File: src/omtw_pkg.sv
package omtw_pkg;

	localparam int CordMax = 24;
	localparam int XW = 34;
	localparam int ZW = 33;
	localparam int VW = 45;
	localparam int MW = 44;
	localparam int NW = 54;
	localparam int DW = 41;
	localparam int QB = 11;
	localparam int IdxW = 8;

	localparam logic signed [XW-1:0] CORD_GAIN = 34'sd652032874;
	localparam logic [24:0] SPEED_SCALE = 25'd32768000;

	localparam logic [IdxW-1:0] REG_OFFSET = 8'd0;
	localparam logic [IdxW-1:0] REG_BASE   = 8'd1;
	localparam logic [IdxW-1:0] REG_SPEED  = 8'd2;
	localparam logic [IdxW-1:0] REG_PWM    = 8'd3;

	typedef struct packed {
		logic signed [XW-1:0] x;
		logic signed [XW-1:0] y;
		logic signed [ZW-1:0] z;
	} cord_t;

	typedef struct packed {
		logic [NW-1:0] rem;
		logic [QB-1:0] q;
	} div_t;

	typedef struct packed {
		logic signed [15:0] vel_x;
		logic signed [15:0] vel_y;
		logic signed [15:0] rot_rate;
	} cmd_t;

	function automatic logic [31:0] atan_at(input int idx);
		logic [31:0] r;
		case (idx)
			0:  r = 32'h20000000;
			1:  r = 32'h12E4051D;
			2:  r = 32'h09FB385B;
			3:  r = 32'h051111D4;
			4:  r = 32'h028B0D43;
			5:  r = 32'h0145D7E1;
			6:  r = 32'h00A2F61E;
			7:  r = 32'h00517C55;
			8:  r = 32'h0028BE53;
			9:  r = 32'h00145F2F;
			10: r = 32'h000A2F98;
			11: r = 32'h000517CC;
			12: r = 32'h00028BE6;
			13: r = 32'h000145F3;
			14: r = 32'h0000A2F9;
			15: r = 32'h0000517D;
			16: r = 32'h000028BE;
			17: r = 32'h0000145F;
			18: r = 32'h00000A30;
			19: r = 32'h00000518;
			20: r = 32'h0000028C;
			21: r = 32'h00000146;
			22: r = 32'h000000A3;
			23: r = 32'h00000051;
			default: r = 32'h00000000;
		endcase
		return r;
	endfunction

endpackage

File: src/omtw_div_cell.sv
module omtw_div_cell #(
	parameter int K = 0
) (
	input  logic                     clk,
	input  logic                     en,
	input  omtw_pkg::div_t           a,
	input  logic [omtw_pkg::DW-1:0]  den,
	output omtw_pkg::div_t           b
);

	omtw_pkg::div_t st_q;
	logic [omtw_pkg::NW-1:0] trial;

	assign trial = omtw_pkg::NW'(den) << K;

	always_ff @(posedge clk) begin
		if (en) begin
			if (a.rem >= trial) begin
				st_q.rem <= a.rem - trial;
				st_q.q   <= a.q | (omtw_pkg::QB'(1) << K);
			end else begin
				st_q <= a;
			end
		end
	end

	assign b = st_q;

endmodule

File: config.mk
export PLATFORM = sky130hd
export DESIGN_NAME = omtw_div_cell
export DESIGN_NICKNAME = d
export VERILOG_FILES = /design/src/omtw_pkg.sv /design/src/omtw_div_cell.sv
export SDC_FILE = /design/constraint.sdc
export NUM_CORES = 1
export LEC_CHECK = 0
export CORE_ASPECT_RATIO = 0.5
export CORE_MARGIN = 4
export CORE_UTILIZATION = 35
export DETAILED_ROUTE_END_ITERATION = 10
export DONT_BUFFER_PORTS = 1
export HOLD_SLACK_MARGIN = 0.08
export SYNTH_ARGS = -nofsm -noshare
export SYNTH_HDL_FRONTEND = slang
export SYNTH_SLANG_ARGS = --single-unit
File: constraint.sdc
create_clock -name clk -period 4.85 [get_ports clk]
set_input_delay 0.7275 -clock clk [delete_from_list [all_inputs] [get_ports clk]]
set_output_delay 0.7275 -clock clk [all_outputs]
set_load 0.02 [all_outputs]
---- Word-level counts from Yosys, hierarchy flattened ----
Index checks and enable logic that the tools add are counted.
word-level totals
  flip-flop bits (word level) ............. 65
  latch bits .............................. 0
  memory bits (writable) .................. 0
  ROM bits ................................ 0
  input bits .............................. 108
  output and inout port bits .............. 65
  logic and storage cells ................. 6
  memories ................................ 0
cells by class
  add/sub/neg operators ................... 1
  multiply operators ...................... 0
  div/mod/pow operators ................... 0
  order comparisons ....................... 1
  equality and inequality tests ........... 0
  shift-type cells ........................ 0
  mux-type cells .......................... 1
  bitwise logic cells ..................... 0
  reduce and logical (&&, ||, !) cells .... 0
operator list
  cell                                          count
  2-to-1 mux 65 bit                             1
  greater-or-equal comparator 54 x 41 -> 1 bit  1
  subtractor 54 x 41 -> 54 bit                  1

---- Depth between registers and ports, before layout ----
  depth after elaboration ................. 2
  mapped depth ............................ 14
  depth with buffers taken out ............ 12

---- Worst setup path before layout ----
OpenSTA, ideal clock, no wires.
  path type ............................... in2reg
  start point ............................. input a[11] (netlist name)
  end point ............................... register st_q, in the netlist b[24] (data pin)
  library setup time ...................... 0.268 ns
  data arrival time ....................... 2.850 ns
  required time ........................... 4.582 ns
  path slack .............................. 1.732 ns
  stages .................................. 13
  path buffers ............................ 2
  cells stage by stage .................... inv_1 > ha_1 > inv_1 > fa_1 > a21oi_1 > o211ai_1 > o21ai_1 > a311oi_2 > o21ai_2 > nor2b_4 > buf_6 > clkbuf_1 > o21ai_0
between the ends
  word-level cells in the longest chain between the ends .. 2
  elaborated cells on any way between the ends .. 3
  those cells by class .................... 1 x add/sub; 1 x order compare; 1 x mux
RTL lines
  element                                                                                              RTL line                                  text
  from (decl)                                                                                          omtw_div_cell.sv:6                        input omtw_pkg::div_t a,
  subtractor 54 x 41 -> 54 bit / greater-or-equal comparator 54 x 41 -> 1 bit (equally long branches)  omtw_div_cell.sv:19, omtw_div_cell.sv:18
  2-to-1 mux 65 bit *                                                                                  omtw_div_cell.sv:18                       if (a.rem >= trial) begin
  to (decl)                                                                                            omtw_div_cell.sv:11                       omtw_pkg::div_t st_q;
Every way passes the cells marked *; elsewhere a longest branch is shown, timed or not.
A chain may end at the register's enable or synchronous reset.

---- Worst setup path after layout ----
  start point ............................. input a[11] (netlist name)
  end point ............................... register st_q, in the netlist b[32] (data pin)
Same word-level chain as after synthesis.

==> flow_summary_export.csv <==
group,metric,value,unit
synth,netlist_area,5483,µm²
synth,synth_seq_cells,65,
route,vias,4369,
final_layout,drive_above_1_share,0.07213,
setup_path,critPathMostFrequentCell,"inv_1",
power,seqPwrFrac,0.431,
floorplan,rows,32,
placement,io_buffers,0,
synth,ys.warnings.count,0,
grt,grt_pass1_wl,23290,µm
synth,synth.avg_cell_area,8.829,µm²
synth,yosysTopAreaCell,"edfxtp_1",
power,swShare,0.3239,
final_layout,nNetsFinal,755,
status,status,"complete, no violations",
timing,slew_headroom,0.5644,
grt,grt_max_degree,66,
setup_path,worst_ep_required_time,4.91,ns
synth,yosysSeqAreaShare,0.3560,
min_path,hp-class,"input pin to flop",
timing,fin_crit,3.434,ns
cts,holdBufCountCts,0,
timing,tightest_slew,0.6504,ns
synth,synth_edf_count,65,
power,clock_power_share,0.361,
cts,cts_tree,"done",
route,drt-initial-drc-count,272,
synth,ys_top_cells_by_count,"a21oi_1 (76), edfxtp_1 (65), nor2_1 (62)",
route,antenna_left,0,
grt,gr-total-overflow,0,
floorplan,die_h,96.50,µm
setup_path,cp-start-kind,"input pin",
timing,rsz0062_at_grt,"false",
floorplan,start_util,0.3566,
power,internal_power,1.342,mW
flow_run,max_cap_viol_count,0,
final_layout,antenna_cells,0,
setup_path,crit_path_top_delay_cell,"nor2b_4",
power,p_comb_frac,0.208,
timing,min_period_over_period,0.7080,
floorplan,core-area,15370,µm²
cts,postCtsSetupBuffers,0,
route,routedWlPerCell,18.68,µm
power,design_power_total,1.985,mW
synth,ys_async_sr_fraction,0,
floorplan,pin_count,173,
power,static-leakage-power,2.293,nW
synth,synth_cell_type_count,61,
route,first_pass_iters,5,
cts,path_clk_slew,0.06,ns
final_layout,largest_reg_flops,65,
setup_path,critical_path_class,"input pin to flop",
route,totalWireLength,15200,µm
synth,synth_top_cell_area_share,0.3560,
grt,grt_pass1_vias,4295,
cts,cts_root_buf,"clkbuf_16",
timing,max_freq,291.2,MHz
setup_path,critPathMaxFanout,23,
setup_path,slowest_delay,0.57,ns
timing,setup_tns,0,ns
power,p_sw,643.0,µW
synth,synth_ff_type,"edfxtp_1",
timing,drv_slew,0,
synth,synth_nets,771,
setup_path,crit_chain,"inv_1 > ha_1 > inv_1 > fa_1 > a21oi_1 > o211ai_1 > o21ai_1 > a311oi_2 > o21ai_2 > nor2b_4 > buf_4 > o21ai_0",
route,drc,0,
grt,antenna_found_initial,0,
cts,cts_buffers,9,
power,power.density,340.3,nW/µm²
synth,yosysMostFrequentCell,"a21oi_1",
floorplan,die_w,185,µm
synth,ys_top_cells_by_area,"edfxtp_1 (36%), ha_1 (9.4%), a21oi_1 (6.9%), nor2_1 (4.2%), inv_1 (4.1%)",
setup_path,end_kind,"flop",
power,peakVddDrop,0.1469,mV
cts,clkSinkCount,65,
synth,synth_cells,621,
cts,clock_path_buffers,2,
route,viasPerCell,5.367,
timing,finalHoldViolCount,0,
floorplan,die_area,17850,µm²
final_layout,area_growth,6.390,%
cts,cts_resized,0,
cts,cts_htree_levels,3,
placement,routabilityCongestion,0.8316,
setup_path,critPathArrivalTime,3.50,ns
timing,setup_violations,0,
grt,grt_usage,0.1649,
placement,dp_hpwl,11950,µm
==> cells by family (layout without fill, tap and decap cells) <==
family | Yosys count | after routing | synth area share
buf+inv | 90 | 79 | 0.08649
xor+xnor | 49 | 49 | 0.07964
simple gates | 199 | 199 | 0.1851
compound gates | 175 | 175 | 0.1937
fa+ha+maj | 42 | 42 | 0.09722
flops | 65 | 65 | 0.3560
mux | 1 | 1 | 0.001826
==> power groups by stage <==
stage                     registers [mW]  clock network (mW)  logic [mW]
after detailed placement           0.869                   0       0.407
after CTS                          0.858               0.727       0.411
after global placement             0.870                   0       0.401
final                              0.855               0.717       0.414
after floorplan                    0.851                   0       0.346
after global routing               0.864               0.759       0.464
==> routing by layer <==
layer / vias to the layer above / routed length (µm) / track usage
met4: 0 / 277 / 0.04579
li1: 2179 / - / -
met2: 139 / 6691 / 0.2600
met5: - / 0 / 0
met3: 21 / 1148 / 0.05684
met1: 2030 / 7086 / 0.2171
==> cells in the final DEF (no fill, tap or decap), types with 4 or more instances in the layout <==
cell type	instances
a21oi_1	76
edfxtp_1	65
nor2_1	62
inv_1	60
nand2_1	60
ha_1	41
o21ai_0	35
xor2_1	25
xnor2_1	23
nand4_1	17
o21bai_1	12
nor3_1	10
nand3_1	9
clkbuf_16	9
or3_1	8
a21o_1	7
o211ai_1	7
o21a_1	6
nor4_2	6
a211oi_1	5
nand2b_1	5
o21ai_1	4
==> per-stage QoR <==
step           std cells  setup WS [ns]  utilization  hold WS (ns)  instance area (µm²)
6_report             814          1.416       0.3794        0.4913                 5833
5_1_grt              814          1.108       0.3794        0.4713                 5833
4_1_cts              814          1.392       0.3794        0.4779                 5833
3_5_place_dp         798          1.061       0.3586        0.8264                 5514
3_3_place_gp         798          1.169       0.3586        0.8264                 5514
2_1_floorplan        621          1.732            -        0.8264                 5483
==> final cells by class <==
| type | instances | area [µm²] |
|---|---|---|
| Multi-Input combinational cell | 466 | 3059 |
| Clock inverter | 7 | 93.84 |
| Clock buffer | 9 | 225.2 |
| Tap cell | 204 | 255.2 |
| Timing Repair Buffer | 3 | 22.52 |
| Sequential cell | 65 | 1952 |
| Inverter | 60 | 225.2 |
| Fill cell | 1601 | 9542 |
==> critical path: cells and delay by family <==
family,cells,cell delay (ns)
fa+ha+maj,2,0.59
buf+inv,3,0.44
compound gates,6,1.17
simple gates,1,0.57
==> path summary, 6_finish.rpt <==
check	from	endpoint	slack, ns	cells past startpoint
max	a[11]	b[32]$_DFFE_PP_	1.42	12
min	a[5]	b[5]$_DFFE_PP_	0.49	0
Note: power is estimated with default switching activity, not from simulation.
