File: src/omtw_pkg.sv
package omtw_pkg;

	localparam int CordMax = 24;
	localparam int XW = 34;
	localparam int ZW = 33;
	localparam int VW = 45;
	localparam int MW = 44;
	localparam int NW = 54;
	localparam int DW = 41;
	localparam int QB = 11;
	localparam int IdxW = 8;

	localparam logic signed [XW-1:0] CORD_GAIN = 34'sd652032874;
	localparam logic [24:0] SPEED_SCALE = 25'd32768000;

	localparam logic [IdxW-1:0] REG_OFFSET = 8'd0;
	localparam logic [IdxW-1:0] REG_BASE   = 8'd1;
	localparam logic [IdxW-1:0] REG_SPEED  = 8'd2;
	localparam logic [IdxW-1:0] REG_PWM    = 8'd3;

	typedef struct packed {
		logic signed [XW-1:0] x;
		logic signed [XW-1:0] y;
		logic signed [ZW-1:0] z;
	} cord_t;

	typedef struct packed {
		logic [NW-1:0] rem;
		logic [QB-1:0] q;
	} div_t;

	typedef struct packed {
		logic signed [15:0] vel_x;
		logic signed [15:0] vel_y;
		logic signed [15:0] rot_rate;
	} cmd_t;

	function automatic logic [31:0] atan_at(input int idx);
		logic [31:0] r;
		case (idx)
			0:  r = 32'h20000000;
			1:  r = 32'h12E4051D;
			2:  r = 32'h09FB385B;
			3:  r = 32'h051111D4;
			4:  r = 32'h028B0D43;
			5:  r = 32'h0145D7E1;
			6:  r = 32'h00A2F61E;
			7:  r = 32'h00517C55;
			8:  r = 32'h0028BE53;
			9:  r = 32'h00145F2F;
			10: r = 32'h000A2F98;
			11: r = 32'h000517CC;
			12: r = 32'h00028BE6;
			13: r = 32'h000145F3;
			14: r = 32'h0000A2F9;
			15: r = 32'h0000517D;
			16: r = 32'h000028BE;
			17: r = 32'h0000145F;
			18: r = 32'h00000A30;
			19: r = 32'h00000518;
			20: r = 32'h0000028C;
			21: r = 32'h00000146;
			22: r = 32'h000000A3;
			23: r = 32'h00000051;
			default: r = 32'h00000000;
		endcase
		return r;
	endfunction

endpackage

File: src/omtw_cordic_cell.sv
module omtw_cordic_cell #(
	parameter int IDX = 0
) (
	input  logic            clk,
	input  logic            en,
	input  omtw_pkg::cord_t a,
	output omtw_pkg::cord_t b
);

	omtw_pkg::cord_t st_q;
	logic signed [omtw_pkg::XW-1:0] dx;
	logic signed [omtw_pkg::XW-1:0] dy;
	logic signed [omtw_pkg::ZW-1:0] at;

	assign dx = a.y >>> IDX;
	assign dy = a.x >>> IDX;
	assign at = signed'({1'b0, omtw_pkg::atan_at(IDX)});

	always_ff @(posedge clk) begin
		if (en) begin
			if (!a.z[omtw_pkg::ZW-1]) begin
				st_q.x <= a.x - dx;
				st_q.y <= a.y + dy;
				st_q.z <= a.z - at;
			end else begin
				st_q.x <= a.x + dx;
				st_q.y <= a.y - dy;
				st_q.z <= a.z + at;
			end
		end
	end

	assign b = st_q;

endmodule

File: config.mk
export PLATFORM = sky130hd
export DESIGN_NAME = omtw_cordic_cell
export DESIGN_NICKNAME = d
export VERILOG_FILES = /design/src/omtw_pkg.sv /design/src/omtw_cordic_cell.sv
export SDC_FILE = /design/constraint.sdc
export NUM_CORES = 1
export LEC_CHECK = 0
export BUFFER_PORTS_ARGS = -buffer_cell sky130_fd_sc_hd__buf_2
export CAP_MARGIN = 20
export CORE_MARGIN = 5
export CORE_UTILIZATION = 50
export DETAILED_ROUTE_END_ITERATION = 8
export GPL_TIMING_DRIVEN = 0
export PLACE_DENSITY = 0.85
export SETUP_SLACK_MARGIN = 0.1
export SLEW_MARGIN = 20
export SYNTH_ARGS = -nofsm -noshare
export SYNTH_HDL_FRONTEND = slang
export SYNTH_SLANG_ARGS = --single-unit
File: constraint.sdc
create_clock -name clk -period 7.67 [get_ports clk]
set_clock_uncertainty 0.15 [all_clocks]
set_input_delay 0.767 -clock clk [delete_from_list [all_inputs] [get_ports clk]]
set_output_delay 0.767 -clock clk [all_outputs]
set_load 0.03 [all_outputs]
# --- Yosys cells after proc, flatten, opt, wreduce, memory -nomap -nowiden ---
# Index checks and enable logic that the tools add are counted.
word_totals:
  ff_bits: 101
  input_bits: 103
classes:
  add_sub_neg: 5
  mux: 1
op_table:
  columns: ["operator", "count"]
  rows:
  - ["$mux 101", 1]
  - ["$sub 34x34->34", 2]
  - ["$add 34x34->34", 1]
  - ["$add 33x31->33 const B", 1]
  - ["$sub 33x31->33 const B", 1]

# --- Longest topological paths before layout ---
logic_depth:
  word_depth: 2
  mapped_depth: 13
  depth_no_buf: 12

# --- Worst setup path before layout ---
# OpenSTA, ideal clock, no wires.
synth_timing:
  kind: "input to register"
  from: "input a[33] in the netlist's numbering"
  to: "register st_q (netlist bit b[63]) (data pin)"
  setup_ps: 267
  arrival_ps: 2909
  slack_ps: 4343
  path_stages: 12
  path_buffers: 0
  path_cell_list: "inv_1 ha_1 fa_1 nor2b_1 o31ai_1 a211o_1 o311a_1 o21ai_1 a21oi_1 o41ai_1 o31ai_1 xnor2_1"
synth_via:
  elab_chain_len: 2
  word_cells_on_any_way: 3
  cone_classes: "add/sub: 2; mux: 1"
synth_lines:
  columns: ["element", "line", "source"]
  rows:
  - ["start: declaration", "omtw_cordic_cell.sv:6", "input omtw_pkg::cord_t a,"]
  - ["$add 34x34->34 / $sub 34x34->34 (equally long branches)", "omtw_cordic_cell.sv:23, omtw_cordic_cell.sv:27", null]
  - ["$mux 101 *", "omtw_cordic_cell.sv:21", "if (!a.z[omtw_pkg::ZW-1]) begin"]
  - ["end: declaration", "omtw_cordic_cell.sv:10", "omtw_pkg::cord_t st_q;"]
# Every way passes the cells marked *; elsewhere a longest branch is shown, timed or not.
# A chain may end at the register's enable or synchronous reset.

# --- Worst setup path in the final report ---
# Ends and elaborated chain as after synthesis.

==> results.txt <==
The run finished with clean final reports. For this run, the post-layout net count is 1430. The total congestion overflow is 0. The number of storage elements in the synthesis netlist is 100. The area of placed instances is 10200 um2. The die covers 20600 um2.

The final critical path time including I/O delays and setup is 3.92 ns. Synthesis handed over a netlist of 1007 instances. The fraction of the cycle the final worst path needs came out at 51.1%. The number of antenna violations at the first check in global routing is 0. The count of final max-slew check failures came to 0. The min-delay analysis places its worst path in the category input pin to register. Combinational cells account for 40.1% of the total power. The most used flip-flop cell after synthesis is edfxtp_1.

Synthesis produced a netlist with a net count of 1215. The remaining antenna violation count is 0. The accumulated negative setup slack is 0 ns. The final antenna diode count is 0. The sequential area share after synthesis is 33.7%.

The CTS tree is yes. In this run the tightest slew margin relative to its limit is 25.7%. After the first detailed-routing iteration, the DRC count stood at 879. The total routing usage reported by global routing is 28.5%. The xor-xnor portion of the synthesized cell area came out at 6.49%. In the layout the commonest cells are buf_2 (213), a21oi_1 (123), inv_1 (105).

The worst voltage drop across the vdd grid is 115 uV. The number of DRC violations after detailed routing is 0. The final-report setup violation count is 0. The summed area of non-filler cells in the final layout came out at 10600 um2. The number of vias per cell after detailed routing came out at 6.02. The fraction of the mapped netlist area in simple logic gates is 12.0%. The flip-flop count of the largest register after layout came out at 100. The number of buffers added to fix hold violations after cts is 0. The number of detailed-route iterations in the first pass came out at 6. The biggest area contributor in the post-synthesis netlist is edfxtp_1.

The instance count along the most critical hold path came out at 1. The clock net sink count is 100. The worst setup path is launched from an input pin. Clock tree synthesis selected as its root buffer the cell clkbuf_16. The distinct cell type count after synthesis came out at 70. Summed over its instances, the top area cell type makes up 33.7% of the synthesized netlist area. The switching power summed over all nets is 832 uW.

The total wire length came out at 30200 um. The total of warnings raised by yosys came out at 0. Leaving out fill and tap cells, the most frequent cell in the layout is buf_2. The final number of hold-violating endpoints is 0.

Entering global routing, the biggest net connects 73 pins. The number of buffers created by CTS came out at 9. The slew at the pin with the worst max-slew slack is 1.11 ns. The sequential share of power came out at 35.6%. Setup repair after global routing left no endpoint under its margin. The fraction of synthesized area in multiplexers is 1.46%. The total of cells resized after clock tree synthesis came out at 0.

The main combinational cell family by area after synthesis is compound AO/OA/AOI/OAI gates. Power spread over the standard cell area amounts to 193 nW/um2. The number of global-route vias before repair is 8448.

Summing every instance area after synthesis gives 8910 um2. The effective utilization at floorplan is 51.2%. The count of flip-flops with a built-in enable after synthesis is 100. The row count came out at 48. The I/O pin count is 204. The HPWL reported at the end of detailed placement is 24000 um. Routability-driven placement finished with a final weighted congestion of 1.00.

The detail-routed net length per standard cell is 20.8 um. The top achievable clock speed came out at 255 MHz. The core occupancy in the finished layout is 60.6%. Post-CTS timing repair inserted 0 buffers for setup.

By startpoint and endpoint, the worst setup path is classified as input pin to register. The kind of end point of the critical path is a register. The H-tree depth came out at 3. The launch point of the worst hold path is a[25]. Tracing the worst setup path back leads to its startpoint at a[33].

The count of vias placed by the detailed router is 8746. The mean instance size in the synthesized netlist came out at 8.85 um2. Port buffering added 203 buffers. The horizontal die dimension came out at 144 um. Across the run, the number of max-cap violations was 0. The endpoint required time on the critical path came out at 7.64 ns.

The switching part of the total is 40.9%. The global-route wire length before repair is 45800 um. The critical-path maximum fanout came out at 4.

Counting along the longest clock path gives a buffer depth of 2. The ratio of cells with drive above 1 in the final layout is 19.8%. The internal cell power came out at 1.20 mW. The core region is 17400 um2. After synthesis, the cell types taking the most area are edfxtp_1 (34%), ha_1 (14%), a21oi_1 (6.9%), xnor2_1 (5.8%), inv_1 (4.4%). At the worst endpoint, the arrival time is 3.89 ns.

The post-synthesis to final-layout area growth came out at 18.4%. The vertical die dimension came out at 144 um. The clock network accounts for 24.3% of the total power. The static power due to leakage is 4.71 nW. Of all flip-flops after synthesis, the portion carrying an async set or reset was 0%. The adder-cell share of the synthesized area came out at 15.1%. The share of the synthesized area in compound gates (AO/OA/AOI/OAI) came out at 24.5%.

The clock-pin transition on the worst setup and hold timing paths is 0.09 ns.
-- cell families (layout without fill, tap and decap cells) --
group / count (synthesis) / in the layout
compound gates: 346 / 346
mux: 13 / 13
flops: 100 / 100
fa+ha+maj: 105 / 105
xor+xnor: 66 / 66
buf+inv: 156 / 376
simple gates: 221 / 221
-- power by group through the flow --
stage	Clock (mW)	Sequential, mW	Combinational, mW
floorplan	0	0.898	0.381
global placement	0	0.736	0.795
detailed placement	0	0.738	0.801
CTS	0.493	0.726	0.806
global route	0.516	0.732	0.874
finish	0.494	0.725	0.816
-- synth_stat cells, types with 4 or more instances --
cell and number:
edfxtp_1 100, nand2_1 43, clkinv_1 4, o21a_1 9
o21bai_1 22, or3_1 6, mux2i_1 13, xnor2_1 59
fa_1 4, a221oi_1 4, xor2_1 7, o31ai_1 14
ha_1 101, clkbuf_1 22, a31oi_1 8, a221o_1 5
nand4_1 12, nor3_1 22, nand2b_1 10, o21ai_1 19
and3_1 4, buf_1 9, buf_2 11, nor2_1 75
nand3_1 14, nor2b_1 9, o211ai_1 11, nor4_1 5
a211oi_1 17, o2111ai_1 4, a21o_1 22, inv_1 105
a211o_1 5, a21oi_1 123, o21ai_0 53, and2_1 6
-- cell type report --
cell class | instances | area, um2
buffer | 44 | 190
clock buffer | 9 | 225
clock inverter | 7 | 86.3
fill | 1571 | 6860
inverter | 112 | 420
multi-input combinational | 751 | 5300
sequential | 100 | 3000
tap | 225 | 282
timing repair buffer | 204 | 1050
-- metal layers --
layer  global-route usage, %  wire, um
met3                    5.16      2970
met5                       0         0
met4                    10.4       966
met1                    37.6     12300
met2                    47.0     13900
-- path summary, 6_finish.rpt --
kind / end / slack [ns]
worst min-delay path: b[25] / 0.41
worst max-delay path: b[63] / 3.75
-- per-stage QoR --
stage | cells | hold WS (ns) | setup slack (ns) | total power [mW]
2_1_floorplan | 1007 | 0.716 | 4.34 | 1.28
4_1_cts | 1452 | 0.409 | 3.89 | 2.03
3_5_place_dp | 1436 | 0.795 | 3.52 | 1.54
6_report | 1452 | 0.408 | 3.75 | 2.03
3_3_place_gp | 1435 | 0.794 | 3.56 | 1.53
5_1_grt | 1452 | 0.406 | 3.73 | 2.12
-- critical path, cell delays in order --
cell	delay, ns
buf_2	0.10
inv_1	0.04
ha_1	0.23
fa_1	0.41
nor2b_1	0.23
o31ai_1	0.18
a211o_1	0.38
o311a_1	0.39
o21ai_1	0.15
a21oi_1	0.14
o41ai_1	0.51
o31ai_1	0.18
xnor2_1	0.16
Note: power is estimated with default switching activity, not from simulation.
